<file path="config.mk">
export PLATFORM = sky130hd
export DESIGN_NAME = sine_pwm_duty_generator
export DESIGN_NICKNAME = d
export VERILOG_FILES = /design/src/hdl/spwm_pkg.sv /design/src/hdl/spwm_ctrl.sv /design/src/hdl/spwm_datapath.sv /design/src/hdl/sine_pwm_duty_generator.sv
export SDC_FILE = /design/constraint.sdc
export NUM_CORES = 1
export LEC_CHECK = 0
export BUFFER_PORTS_ARGS = -buffer_cell sky130_fd_sc_hd__buf_4
export CORE_UTILIZATION = 55
export CTS_CLUSTER_SIZE = 16
export DETAILED_ROUTE_END_ITERATION = 7
export GPL_TIMING_DRIVEN = 1
export PLACE_DENSITY = 0.74
export SLEW_MARGIN = 20
export SYNTH_ARGS = -nofsm -noshare
export SYNTH_HDL_FRONTEND = slang
export SYNTH_SLANG_ARGS = --single-unit
export TNS_END_PERCENT = 50
</file>
<file path="constraint.sdc">
create_clock -name clock -period 7.2 [get_ports clock]
set_input_delay 1.8 -clock clock [delete_from_list [all_inputs] [get_ports clock]]
set_output_delay 1.8 -clock clock [all_outputs]
set_load 0.01 [all_outputs]
</file>
<file path="src/hdl/spwm_pkg.sv">
// Shared types, constants and the half-sine table of the sine PWM duty generator.
package spwm_pkg;

   // Fixed field widths of the block.
   localparam int PERIOD_W   = 12;
   localparam int INDEX_W    = 11;
   localparam int DUTY_W     = 12;
   localparam int ROM_W      = 16;
   localparam int ROM_IDX_W  = 6;

   // The largest period and the number of half-sine table entries.
   localparam int MAX_PERIOD    = 2048;
   localparam int TABLE_ENTRIES = 50;
   localparam int TABLE_STEPS   = 2 * TABLE_ENTRIES;

   // The dividend is TABLE_STEPS times the sample index, below 2^18.
   localparam int DIVIDEND_W = 18;
   localparam int DIV_CNT_W  = 5;
   localparam int QUOT_W     = 7;
   localparam int PROD_W     = ROM_W + PERIOD_W;
   localparam int ROUND_BIT  = 15;

   typedef enum logic [2:0] {
      ST_IDLE,
      ST_DIV,
      ST_LOOKUP,
      ST_MUL_LOW,
      ST_MUL_HIGH,
      ST_EMIT
   } spwm_state_type;

   typedef struct packed {
      logic load;
      logic div_step;
      logic lookup;
      logic mul_low;
      logic mul_high;
      logic emit;
   } spwm_cmd_type;

   typedef struct packed {
      logic div_last;
      logic out_free;
   } spwm_status_type;

   // Half-sine values in unsigned Q1.15.
   function automatic logic [ROM_W-1:0] half_sine_rom(input logic [ROM_IDX_W-1:0] idx);
      logic [ROM_W-1:0] val;
      unique case (idx)
         6'd0:  val = 16'd0;
         6'd1:  val = 16'd2058;
         6'd2:  val = 16'd4107;
         6'd3:  val = 16'd6140;
         6'd4:  val = 16'd8149;
         6'd5:  val = 16'd10126;
         6'd6:  val = 16'd12063;
         6'd7:  val = 16'd13952;
         6'd8:  val = 16'd15786;
         6'd9:  val = 16'd17558;
         6'd10: val = 16'd19261;
         6'd11: val = 16'd20887;
         6'd12: val = 16'd22431;
         6'd13: val = 16'd23887;
         6'd14: val = 16'd25248;
         6'd15: val = 16'd26510;
         6'd16: val = 16'd27667;
         6'd17: val = 16'd28715;
         6'd18: val = 16'd29649;
         6'd19: val = 16'd30467;
         6'd20: val = 16'd31164;
         6'd21: val = 16'd31739;
         6'd22: val = 16'd32188;
         6'd23: val = 16'd32510;
         6'd24: val = 16'd32703;
         6'd25: val = 16'd32768;
         6'd26: val = 16'd32703;
         6'd27: val = 16'd32510;
         6'd28: val = 16'd32188;
         6'd29: val = 16'd31739;
         6'd30: val = 16'd31164;
         6'd31: val = 16'd30467;
         6'd32: val = 16'd29649;
         6'd33: val = 16'd28715;
         6'd34: val = 16'd27667;
         6'd35: val = 16'd26510;
         6'd36: val = 16'd25248;
         6'd37: val = 16'd23887;
         6'd38: val = 16'd22431;
         6'd39: val = 16'd20887;
         6'd40: val = 16'd19261;
         6'd41: val = 16'd17558;
         6'd42: val = 16'd15786;
         6'd43: val = 16'd13952;
         6'd44: val = 16'd12063;
         6'd45: val = 16'd10126;
         6'd46: val = 16'd8149;
         6'd47: val = 16'd6140;
         6'd48: val = 16'd4107;
         6'd49: val = 16'd2058;
         default: val = 16'd0;
      endcase
      return val;
   endfunction

endpackage

</file>
<file path="src/hdl/spwm_ctrl.sv">
// Controller state machine that sequences one duty computation.
module spwm_ctrl (
   input  logic                     clock,
   input  logic                     reset,
   input  logic                     req_valid,
   input  spwm_pkg::spwm_status_type status,
   output logic                     req_stall,
   output spwm_pkg::spwm_cmd_type   cmd
);
   import spwm_pkg::*;

   spwm_state_type state_ff;
   spwm_state_type state_in;

   always_ff @(posedge clock) begin
      if (reset) begin
         state_ff <= ST_IDLE;
      end else begin
         state_ff <= state_in;
      end
   end

   always_comb begin
      state_in = state_ff;
      unique case (state_ff)
         ST_IDLE: begin
            if (req_valid) state_in = ST_DIV;
         end
         ST_DIV: begin
            if (status.div_last) state_in = ST_LOOKUP;
         end
         ST_LOOKUP:   state_in = ST_MUL_LOW;
         ST_MUL_LOW:  state_in = ST_MUL_HIGH;
         ST_MUL_HIGH: state_in = ST_EMIT;
         ST_EMIT: begin
            if (status.out_free) state_in = ST_IDLE;
         end
         default:     state_in = ST_IDLE;
      endcase
   end

   always_comb begin
      cmd       = '0;
      req_stall = 1'b1;
      unique case (state_ff)
         ST_IDLE: begin
            req_stall = 1'b0;
            cmd.load  = req_valid;
         end
         ST_DIV:      cmd.div_step = 1'b1;
         ST_LOOKUP:   cmd.lookup   = 1'b1;
         ST_MUL_LOW:  cmd.mul_low  = 1'b1;
         ST_MUL_HIGH: cmd.mul_high = 1'b1;
         ST_EMIT:     cmd.emit     = status.out_free;
         default:     cmd          = '0;
      endcase
   end

endmodule

</file>
<file path="src/hdl/spwm_datapath.sv">
// Datapath: sample counter, serial divider, table lookup, multiplier and output register.
module spwm_datapath (
   input  logic                             clock,
   input  logic                             reset,
   input  logic [spwm_pkg::PERIOD_W-1:0]    period,
   input  logic                             req_restart,
   input  spwm_pkg::spwm_cmd_type           cmd,
   output spwm_pkg::spwm_status_type        status,
   input  logic                             rsp_stall,
   output logic                             rsp_valid,
   output logic [spwm_pkg::DUTY_W-1:0]      rsp_first_half_duty,
   output logic [spwm_pkg::DUTY_W-1:0]      rsp_second_half_duty,
   output logic [spwm_pkg::INDEX_W-1:0]     rsp_sample_index,
   output logic                             rsp_last
);
   import spwm_pkg::*;

   logic [INDEX_W-1:0]    counter_ff, counter_in;
   logic [INDEX_W-1:0]    n_ff, n_in;
   logic [DIVIDEND_W-1:0] quo_ff, quo_in;
   logic [PERIOD_W-1:0]   rem_ff, rem_in;
   logic [DIV_CNT_W-1:0]  cnt_ff, cnt_in;
   logic [ROM_W-1:0]      v1_ff, v2_ff;
   logic [PERIOD_W-1:0]   pmr_ff;
   logic [PROD_W-1:0]     acc_ff, prod_ff;
   logic                  rsp_valid_ff, rsp_valid_in;
   logic [DUTY_W-1:0]     first_ff, second_ff;
   logic [INDEX_W-1:0]    index_ff;
   logic                  last_ff;

   logic [DIVIDEND_W-1:0] scaled;
   logic [PERIOD_W:0]     shifted, trial;
   logic                  ge;
   logic [QUOT_W-1:0]     quot;
   logic [ROM_IDX_W-1:0]  idx1, idx2;
   logic [ROM_W-1:0]      mul_a;
   logic [PERIOD_W-1:0]   mul_b;
   logic [PROD_W-1:0]     mul_res;
   logic [PROD_W-1:0]     num;
   logic [DUTY_W-1:0]     duty;
   logic                  first_half;
   logic [PERIOD_W-1:0]   n_next;

   // Sample position of the new transaction and the following one.
   always_comb begin
      if (req_restart || ({1'b0, counter_ff} >= period)) begin
         n_in = '0;
      end else begin
         n_in = counter_ff;
      end
      n_next = {1'b0, n_in} + 12'd1;
      if (n_next >= period) begin
         counter_in = '0;
      end else begin
         counter_in = n_next[INDEX_W-1:0];
      end
      // Times one hundred as three shifted copies.
      scaled = {1'b0, n_in, 6'b0} + {2'b0, n_in, 5'b0} + {5'b0, n_in, 2'b0};
   end

   // One restoring division step per cycle.
   always_comb begin
      shifted = {rem_ff, quo_ff[DIVIDEND_W-1]};
      ge      = shifted >= {1'b0, period};
      trial   = shifted - {1'b0, period};
      rem_in  = ge ? trial[PERIOD_W-1:0] : shifted[PERIOD_W-1:0];
      quo_in  = {quo_ff[DIVIDEND_W-2:0], ge};
      cnt_in  = cnt_ff + 5'd1;
   end

   assign status.div_last = (cnt_ff == DIV_CNT_W'(DIVIDEND_W - 1));

   // The quotient stays below two table lengths, so one subtraction wraps it.
   always_comb begin
      quot = quo_ff[QUOT_W-1:0];
      if (quot >= QUOT_W'(TABLE_ENTRIES)) begin
         idx1 = ROM_IDX_W'(quot - QUOT_W'(TABLE_ENTRIES));
      end else begin
         idx1 = quot[ROM_IDX_W-1:0];
      end
      if (idx1 == ROM_IDX_W'(TABLE_ENTRIES - 1)) begin
         idx2 = '0;
      end else begin
         idx2 = idx1 + 6'd1;
      end
   end

   // One shared multiplier for both interpolation products.
   assign mul_a   = cmd.mul_high ? v2_ff : v1_ff;
   assign mul_b   = cmd.mul_high ? rem_ff : pmr_ff;
   assign mul_res = {{PERIOD_W{1'b0}}, mul_a} * {{ROM_W{1'b0}}, mul_b};

   // Round half up and drop the fraction.
   always_comb begin
      num        = acc_ff + prod_ff + PROD_W'(1 << (ROUND_BIT - 1));
      duty       = num[ROUND_BIT+DUTY_W-1:ROUND_BIT];
      first_half = {n_ff, 1'b0} < period;
   end

   assign status.out_free = !rsp_valid_ff || !rsp_stall;

   always_comb begin
      rsp_valid_in = rsp_valid_ff;
      if (cmd.emit) begin
         rsp_valid_in = 1'b1;
      end else if (!rsp_stall) begin
         rsp_valid_in = 1'b0;
      end
   end

   always_ff @(posedge clock) begin
      if (reset) begin
         counter_ff   <= '0;
         rsp_valid_ff <= 1'b0;
      end else begin
         if (cmd.load) counter_ff <= counter_in;
         rsp_valid_ff <= rsp_valid_in;
      end
   end

   always_ff @(posedge clock) begin
      if (cmd.load) begin
         n_ff   <= n_in;
         quo_ff <= scaled;
         rem_ff <= '0;
         cnt_ff <= '0;
      end
      if (cmd.div_step) begin
         quo_ff <= quo_in;
         rem_ff <= rem_in;
         cnt_ff <= cnt_in;
      end
      if (cmd.lookup) begin
         v1_ff  <= half_sine_rom(idx1);
         v2_ff  <= half_sine_rom(idx2);
         pmr_ff <= period - rem_ff;
      end
      if (cmd.mul_low)  acc_ff  <= mul_res;
      if (cmd.mul_high) prod_ff <= mul_res;
      if (cmd.emit) begin
         first_ff  <= first_half ? duty : '0;
         second_ff <= first_half ? '0 : duty;
         index_ff  <= n_ff;
         last_ff   <= ({1'b0, n_ff} == (period - 12'd1));
      end
   end

   assign rsp_valid            = rsp_valid_ff;
   assign rsp_first_half_duty  = first_ff;
   assign rsp_second_half_duty = second_ff;
   assign rsp_sample_index     = index_ff;
   assign rsp_last             = last_ff;

endmodule

</file>
<file path="src/hdl/sine_pwm_duty_generator.sv">
// Top level of the sine PWM duty generator: period register, controller and datapath.
//
// Each request transaction is one PWM tick and yields exactly one response transaction
// carrying the duty for the current sample of a sine period, read from a 50-entry
// half-sine table with linear interpolation between neighboring entries.
// The request channel carries req_restart, which starts the period over at sample zero
// before the tick is computed. The response carries the two channel duties (at most one of
// them is nonzero), the sample index and a flag for the final sample of the period.
// The period is set through csr_write_enable and csr_period_samples; it resets to 100
// and should only be changed while no transaction is in flight. Zero acts as one and
// values above 2048 act as 2048.
// Each request is computed in order: the bit-serial divider splits the scaled sample index
// into table index and remainder, one table lookup reads the two neighboring entries, the
// shared multiplier forms the low and high products and the sum is rounded into the output
// register. The controller then returns to idle before it can accept again, so no new request
// is taken while a computation is in flight.
// A response stalled by rsp_stall holds in the output register while the next request
// is already accepted and computed; the block waits only if that new result is ready
// before the old one leaves. Synchronous reset clears the sample counter and the response
// valid and sets the period register to 100.
module sine_pwm_duty_generator (
   input  logic                             clock,
   input  logic                             reset,
   input  logic                             req_valid,
   output logic                             req_stall,
   input  logic                             req_restart,
   output logic                             rsp_valid,
   input  logic                             rsp_stall,
   output logic [spwm_pkg::DUTY_W-1:0]      rsp_first_half_duty,
   output logic [spwm_pkg::DUTY_W-1:0]      rsp_second_half_duty,
   output logic [spwm_pkg::INDEX_W-1:0]     rsp_sample_index,
   output logic                             rsp_last,
   input  logic                             csr_write_enable,
   input  logic [spwm_pkg::PERIOD_W-1:0]    csr_period_samples
);
   import spwm_pkg::*;

   logic [PERIOD_W-1:0] period_ff;
   logic [PERIOD_W-1:0] period_eff;
   spwm_cmd_type        cmd;
   spwm_status_type     status;

   // The period register takes every write; the clamp is applied on the way out.
   always_ff @(posedge clock) begin
      if (reset) begin
         period_ff <= 12'd100;
      end else if (csr_write_enable) begin
         period_ff <= csr_period_samples;
      end
   end

   always_comb begin
      priority if (period_ff == '0) begin
         period_eff = 12'd1;
      end else if (period_ff > PERIOD_W'(MAX_PERIOD)) begin
         period_eff = PERIOD_W'(MAX_PERIOD);
      end else begin
         period_eff = period_ff;
      end
   end

   spwm_ctrl u_ctrl (
      .clock     (clock),
      .reset     (reset),
      .req_valid (req_valid),
      .status    (status),
      .req_stall (req_stall),
      .cmd       (cmd)
   );

   spwm_datapath u_datapath (
      .clock                (clock),
      .reset                (reset),
      .period               (period_eff),
      .req_restart          (req_restart),
      .cmd                  (cmd),
      .status               (status),
      .rsp_stall            (rsp_stall),
      .rsp_valid            (rsp_valid),
      .rsp_first_half_duty  (rsp_first_half_duty),
      .rsp_second_half_duty (rsp_second_half_duty),
      .rsp_sample_index     (rsp_sample_index),
      .rsp_last             (rsp_last)
   );

   // At most one channel carries a nonzero duty in any response.
   a_one_channel: assert property (@(posedge clock) disable iff (reset)
      rsp_valid |-> (rsp_first_half_duty == '0 || rsp_second_half_duty == '0))
      else $error("both channel duties nonzero");

   // Interpolated duty never exceeds full scale.
   a_duty_range: assert property (@(posedge clock) disable iff (reset)
      rsp_valid |-> (rsp_first_half_duty <= period_eff && rsp_second_half_duty <= period_eff))
      else $error("duty above period");

   // The reported sample lies inside the period.
   a_index_range: assert property (@(posedge clock) disable iff (reset)
      rsp_valid |-> ({1'b0, rsp_sample_index} < period_eff))
      else $error("sample index outside period");

   // An accepted request keeps the controller busy on the next cycle.
   a_busy_after_accept: assert property (@(posedge clock) disable iff (reset)
      (req_valid && !req_stall) |=> (req_stall && !cmd.load))
      else $error("request accepted twice in a row");

endmodule
</file>
# ---- Word level (Yosys, flattened, before mapping)
# Memory sizes are Yosys's and may differ from the RTL's. A register that Yosys moved wholly into a read port is not among the register bits.
# Cells that the tools add are included.
dict set report totals {
  register_bits 175
  mem_bits_ro 2048
  inputBits 18
  output_inout_bits 38
  wordCells 83
  n_memories 2
}
dict set report classes {
  n_addsub 11
  multipliers 1
  order_cmp 6
  n_eq_ne 12
  muxes 28
  n_reduce_logical 8
}
# name words width rd rd_ports_with_merged_regs wr line_no
set mem_list {}
lappend mem_list {{(no name shown)} 64 16 1 1 0 spwm_pkg.sv:49} ;# unique case (idx)
lappend mem_list {{(no name shown)} 64 16 1 1 0 spwm_pkg.sv:49}
# operator count
set op_table {}
lappend op_table {{12-bit 2-to-1 mux} 6}
lappend op_table {{18-bit 2-to-1 mux} 2}
lappend op_table {{27-bit by 15-bit adder with 27-bit output, second input constant} 1}
lappend op_table {{27-bit adder} 1}
lappend op_table {{16-bit by 12-bit multiplier with 27-bit output} 1}
lappend op_table {{12-bit subtractor} 2}
lappend op_table {{11-bit 2-to-1 mux} 2}
lappend op_table {{17-bit by 16-bit adder with 18-bit output} 1}
lappend op_table {{18-bit by 13-bit adder with 18-bit output} 1}
lappend op_table {{3-bit one-hot mux with 6 select lines} 1}
lappend op_table {{16-bit 2-to-1 mux} 1}
lappend op_table {{13-bit by 12-bit >= comparator with 1-bit output} 1}
lappend op_table {{11-bit by 1-bit adder with 12-bit output, second input constant} 1}
lappend op_table {{11-bit by 12-bit equality test with 1-bit output} 1}
lappend op_table {{11-bit by 12-bit >= comparator with 1-bit output} 1}
lappend op_table {{12-bit >= comparator} 1}
lappend op_table {{12-bit greater-than comparator, second input constant} 1}
lappend op_table {{12-bit logical NOT} 1}
lappend op_table {{12-bit < comparator} 1}
lappend op_table {{6-bit 2-to-1 mux} 2}
lappend op_table {{12-bit by 1-bit subtractor with 12-bit output, second input constant} 1}
lappend op_table {{5-bit 2-to-1 mux} 2}
lappend op_table {{1-bit 2-to-1 mux} 9}
lappend op_table {{3-bit 2-to-1 mux} 3}
lappend op_table {{other kinds (16)} 22}

# ---- Logic depth before layout (Yosys ltp)
dict set report depth {
  depth_word 10
  ltp_mapped 29
  mapped_depth_nobuf 26
}

# ---- By module
# From an unflattened synthesis, not the netlist that was laid out.
dict set report unflattened {
  cells_unflattened 2215
  hier_area_um2 20816.2
}
# mod instances cells_each area_per_inst_um2 seq_area_each_um2
set modules_own_cells {}
lappend modules_own_cells {spwm_datapath 1 2130 20044.2 5645.4}
lappend modules_own_cells {sine_pwm_duty_generator 1 57 553.0 240.2}
lappend modules_own_cells {spwm_ctrl 1 28 219.0 60.1}

# ---- Worst setup path before layout
# Ideal clock, no wire load.
dict set report synth_path {
  path_kind {reg-to-reg}
  startpoint {reg u_ctrl.state_ff[2]}
  endpoint {reg u_datapath.acc_ff[25] (data pin)}
  setup_ps 140
  arrival_ps 6922
  required_ps 7060
  setup_slack_ps 138
  path_stages_with_launch 23
  n_path_buf 2
  synth_period_minus_slack_ps 7062
  cell_sequence {dfxtp_1 -> inv_1 -> nor3_2 -> clkbuf_1 -> buf_2 -> mux2i_1 -> nor2_1 -> fa_1 -> fa_1 -> inv_1 -> fa_1 -> fa_1 -> fa_1 -> inv_1 -> ha_1 -> and2_1 -> a41oi_1 -> o21ai_0 -> a21oi_1 -> nor3_1 -> or4_1 -> a211o_1 -> nand3_1}
}
dict set report synth_via {
  elab_chain_len 4
  word_cells_on_any_way 5
  cone_classes {1 x mul; 1 x eq/ne; 3 x mux}
}
# element line_no
set synth_rtl {}
lappend synth_rtl {{start, declared} spwm_ctrl.sv:12} ;# spwm_state_type state_ff;
lappend synth_rtl {{start signal, assigned} spwm_ctrl.sv:19} ;# state_ff <= state_in;
lappend synth_rtl {{3-bit equality test *} spwm_ctrl.sv:45} ;# unique case (state_ff)
lappend synth_rtl {{1-bit 2-to-1 mux *} spwm_ctrl.sv:45}
lappend synth_rtl {{16-bit 2-to-1 mux or 12-bit 2-to-1 mux (tied branches)} {spwm_datapath.sv:89, spwm_datapath.sv:90}}
lappend synth_rtl {{16-bit by 12-bit multiplier with 27-bit output *} spwm_datapath.sv:91} ;# assign mul_res = {{PERIOD_W{1'b0}}, mul_a} * {{ROM_W{1'b0}}, mul_b};
lappend synth_rtl {{named net u_datapath.mul_res[25]} spwm_datapath.sv:38} ;# logic [PROD_W-1:0] mul_res;
lappend synth_rtl {{end signal, assigned} spwm_datapath.sv:138} ;# if (cmd.mul_low) acc_ff <= mul_res;
lappend synth_rtl {{end, declared} spwm_datapath.sv:25} ;# logic [PROD_W-1:0] acc_ff, prod_ff;
# Mark *: on every way through the listed nets, which the timed path passes. The rest lies on a longest branch.
# A chain may end at the register's enable or synchronous reset.

# ---- Final worst setup path
dict set report layout_path {
  startpoint {reg u_ctrl.state_ff[2]}
  endpoint {reg u_datapath.prod_ff[26] (data pin)}
}
dict set report layout_via {
  elab_chain_len 4
  word_cells_on_any_way 5
  cone_classes {1 x mul; 1 x eq/ne; 3 x mux}
}
# element line_no
set layout_rtl {}
lappend layout_rtl {{3-bit equality test *} spwm_ctrl.sv:45}
lappend layout_rtl {{1-bit 2-to-1 mux *} spwm_ctrl.sv:45}
lappend layout_rtl {{16-bit 2-to-1 mux or 12-bit 2-to-1 mux (tied branches)} {spwm_datapath.sv:89, spwm_datapath.sv:90}}
lappend layout_rtl {{16-bit by 12-bit multiplier with 27-bit output *} spwm_datapath.sv:91}
lappend layout_rtl {{named net u_datapath.mul_res[26]} spwm_datapath.sv:38}
lappend layout_rtl {{end signal, assigned} spwm_datapath.sv:139} ;# if (cmd.mul_high) prod_ff <= mul_res;
lappend layout_rtl {{end, declared} spwm_datapath.sv:25}
# Marks and branches as above.

==> out/results.txt <==
Status - complete, no violations
Post-Syn Area - 20500 um2
CTS tree - built
Max-Cap Viols - 0
Min Clock Period, post-route - 6860 ps
Final Hold Viols - 0
Max VDD drop - 283 uV
TritonCTS buffer count - 24
Placed Cells - 2666
Synth unique cells - 94
Worst hold start - period_ff[5]$_SDFFE_PP1P_
Worst-skew pair later-pin latency - 540 ps
Syn avg cell area - 9.33 um2
Clock Path Buffers - 3
R2R cell count - 22
Async SR Flop Fraction - 0
Final worst slack - 345 ps
Least-Margin Pin Slew - 1060 ps
Top Ports - 56
Max-slew violations - 0
Share of cells above drive strength 1 - 0.0896
Synth top area cells - edfxtp_1 26%, fa_1 15%, ha_1 13%
Setup TNS - 0 ps
CTS sink cnt - 207
DP Worst Slack - 286 ps
Post-synth EDFFs - 180
Vias in the first global route - 16253
DR iter-0 viols - 1482
DP HPWL - 40600 um
Hold EP - period_ff[5]$_SDFFE_PP1P_
Reg-to-reg endpoint - u_datapath.prod_ff[26]$_DFFE_PP_
CP max FO - 58
Pwr dens - 228 nW/um2
Routed vias/inst - 6.06
Register-to-register setup slack - 340 ps
Post-place instance area - 21400 um2
Worst hold path type - reg2reg
Diode count - 0
Leading area contributor after synthesis - edfxtp_1
# setup viols final - 0
CTS clock-pin slew for the worst setup and hold paths - 60 ps
Post-route insts no fill - 2711
Final Power - 5.08 mW
Leak - 9.86 nW
Worst Hold Depth - 2
Relative slew slack - 0.293
Max Freq - 0.146 GHz
First-pass GRT wire length - 84200 um
Gr ovfl total - 0
CP startpoint kind - register
Syn. warnings - 0
Clock Tree Root - clkbuf_16
Remaining DRCs - 0
GPL Wtd Cong - 0.988
Primary FF master, synth - edfxtp_1
Count of input and output buffers - 55
Total GRT Usage - 0.276
Yosys reg bits - 207
Synthesized net count - 2583
Largest net degree at the start of global routing - 59
Per-cell routed wire length - 19.4 um
Initial core utilization - 0.560
CP endpoint kind - register
Mapped Cells - 2202
H-tree depth - 1
Antenna violations before repair - 1
Top cell type's share of synthesized area - 0.263
Worst path required time - 7480 ps
Layout net count - 2606
Die X - 195 um
Vias - 16423
Final Skew - 14.0 ps
Critical setup path kind - reg2reg
First-pass iteration count of the detailed router - 7
Drt total wl - 52600 um
Area grow syn2layout - 8.66%
Die Ht - 195 um
Reg-to-reg critical path startpoint - u_ctrl.state_ff[2]$_SDFFE_PP0P_
Finished Cell Area - 22300 um2
Die ar. - 38100 um2
Fin crit share - 0.952
RSZ-0062 raised after global routing - false
Row count - 70
Sequential area share after synthesis - 0.290
Core box area - 36700 um2
Crit path DAT - 7130 ps
DRT antenna net count - 0
[through the flow]
stage / util / hold slack (ps)
after detailed placement: 0.584 / 488
after global routing: 0.608 / 529
after global placement: 0.584 / 476
final: 0.608 / 508
after floorplan: - / 449
after CTS: 0.607 / 506
[worst max path at each step]
stage / from / end / slack (ps)
CTS: u_ctrl.state_ff[2]$_SDFFE_PP0P_ / u_datapath.prod_ff[25]$_DFFE_PP_ / 290
global route: u_ctrl.state_ff[2]$_SDFFE_PP0P_ / u_datapath.acc_ff[25]$_DFFE_PN_ / 20
global placement: u_ctrl.state_ff[2]$_SDFFE_PP0P_ / u_datapath.acc_ff[25]$_DFFE_PN_ / 470
detailed placement: u_ctrl.state_ff[2]$_SDFFE_PP0P_ / u_datapath.acc_ff[25]$_DFFE_PN_ / 290
finish: u_ctrl.state_ff[2]$_SDFFE_PP0P_ / u_datapath.prod_ff[26]$_DFFE_PP_ / 340
floorplan: u_ctrl.state_ff[2]$_SDFFE_PP0P_ / u_datapath.acc_ff[25]$_DFFE_PN_ / 140
[final cells by class]
class | count | area (um2)
clock buffers | 28 | 637
clock inverters | 16 | 203
fillers | 3080 | 14400
inverters | 258 | 968
multi-input cells | 1650 | 13300
flip-flops and latches | 207 | 5950
well taps | 468 | 586
repair buffers | 84 | 676
[timing repair]
action | CTS | global route
gates resized for setup | 0 | 3
endpoints found under the setup margin | 0 | 4
hold buffers | 0 | 0
setup buffers | 0 | 0
[routing by layer]
layer  wire length [um]  global-route usage  part of all wire
met1              22200               0.365              0.42
met2              25100               0.471              0.48
met3               3780              0.0420             0.072
met4               1580              0.0790             0.030
met5                 13                   0           0.00025
[power breakdown]
part	internal, mW	switching [mW]	total, mW
combinational	0.819	1.42	2.24
clock	0.784	0.517	1.30
sequential	1.48	0.0614	1.54
[critical path, cell delays in order (launching register included)]
cell and delay [ps]:
dfxtp_1 410, inv_1 160, nor3_4 240, buf_12 300, mux2i_1 350, buf_12 170, nor2_1 60, fa_1 510
fa_1 540, inv_1 60, fa_1 500, fa_1 520, fa_1 550, inv_1 40, ha_1 340, and2_1 230
a221o_1 350, nor3b_1 210, a21oi_1 190, a211oi_1 380, o31ai_1 120, a21oi_1 190, xnor2_1 90
[cell families after synthesis]
| kind of cell | count (synthesis) | synth area share |
|---|---|---|
| flip-flops | 207 | 0.290 |
| AND/OR/NAND/NOR | 674 | 0.147 |
| AO/OA/AOI/OAI | 446 | 0.146 |
| multiplexers | 74 | 0.0378 |
| XOR/XNOR | 93 | 0.0397 |
| buffers and inverters | 345 | 0.0649 |
| adder cells (fa/ha/maj) | 363 | 0.276 |
[placed cells by master (no fill, tap or decap), types with 44 or more instances in the layout]
cell type  netlist  layout
inv_1          256     256
nand3_1         51      51
nor2_1         204     203
mux2i_1         46      44
a21oi_1        114     112
edfxtp_1       180     180
fa_1           149     149
buf_4            3      81
o21ai_0         91      91
nand2_1        270     270
ha_1           214     214
xnor2_1         66      66
[flip-flops by register name, summed over array words and instances, names as in the netlist]
name / count
period_ff: 12
u_datapath.rsp_second_half_duty: 12
u_datapath.rsp_last: 1
u_ctrl.state_ff: 3
u_datapath.n_ff: 11
u_datapath.rem_ff: 12
u_datapath.prod_ff: 27
u_datapath.rsp_sample_index: 11
u_datapath.v2_ff: 16
u_datapath.counter_ff: 11
u_datapath.pmr_ff: 12
u_datapath.quo_ff: 18
u_datapath.rsp_valid: 1
u_datapath.cnt_ff: 5
u_datapath.v1_ff: 16
u_datapath.acc_ff: 27
u_datapath.rsp_first_half_duty: 12
[synth_stat cells, types with 6 or more instances]
cell type	n
nand2_1	270
inv_1	256
ha_1	214
nor2_1	204
edfxtp_1	180
fa_1	149
a21oi_1	114
o21ai_0	91
xnor2_1	66
clkbuf_1	60
nand3_1	51
mux2i_1	46
nor3_1	34
a21o_1	31
mux2_2	28
dfxtp_1	27
xor2_1	27
buf_2	22
a31oi_1	18
a211oi_1	17
nand4_1	17
o211ai_1	17
nand2b_1	15
and3_1	13
nor2b_1	13
a211o_1	12
o21a_1	12
o22ai_1	11
or3_1	11
and2_1	10
o21ai_1	10
o21bai_1	9
o31ai_1	8
a2111oi_0	7
a221oi_1	6
or2_2	6
Note: power is estimated with default switching activity, not from simulation.
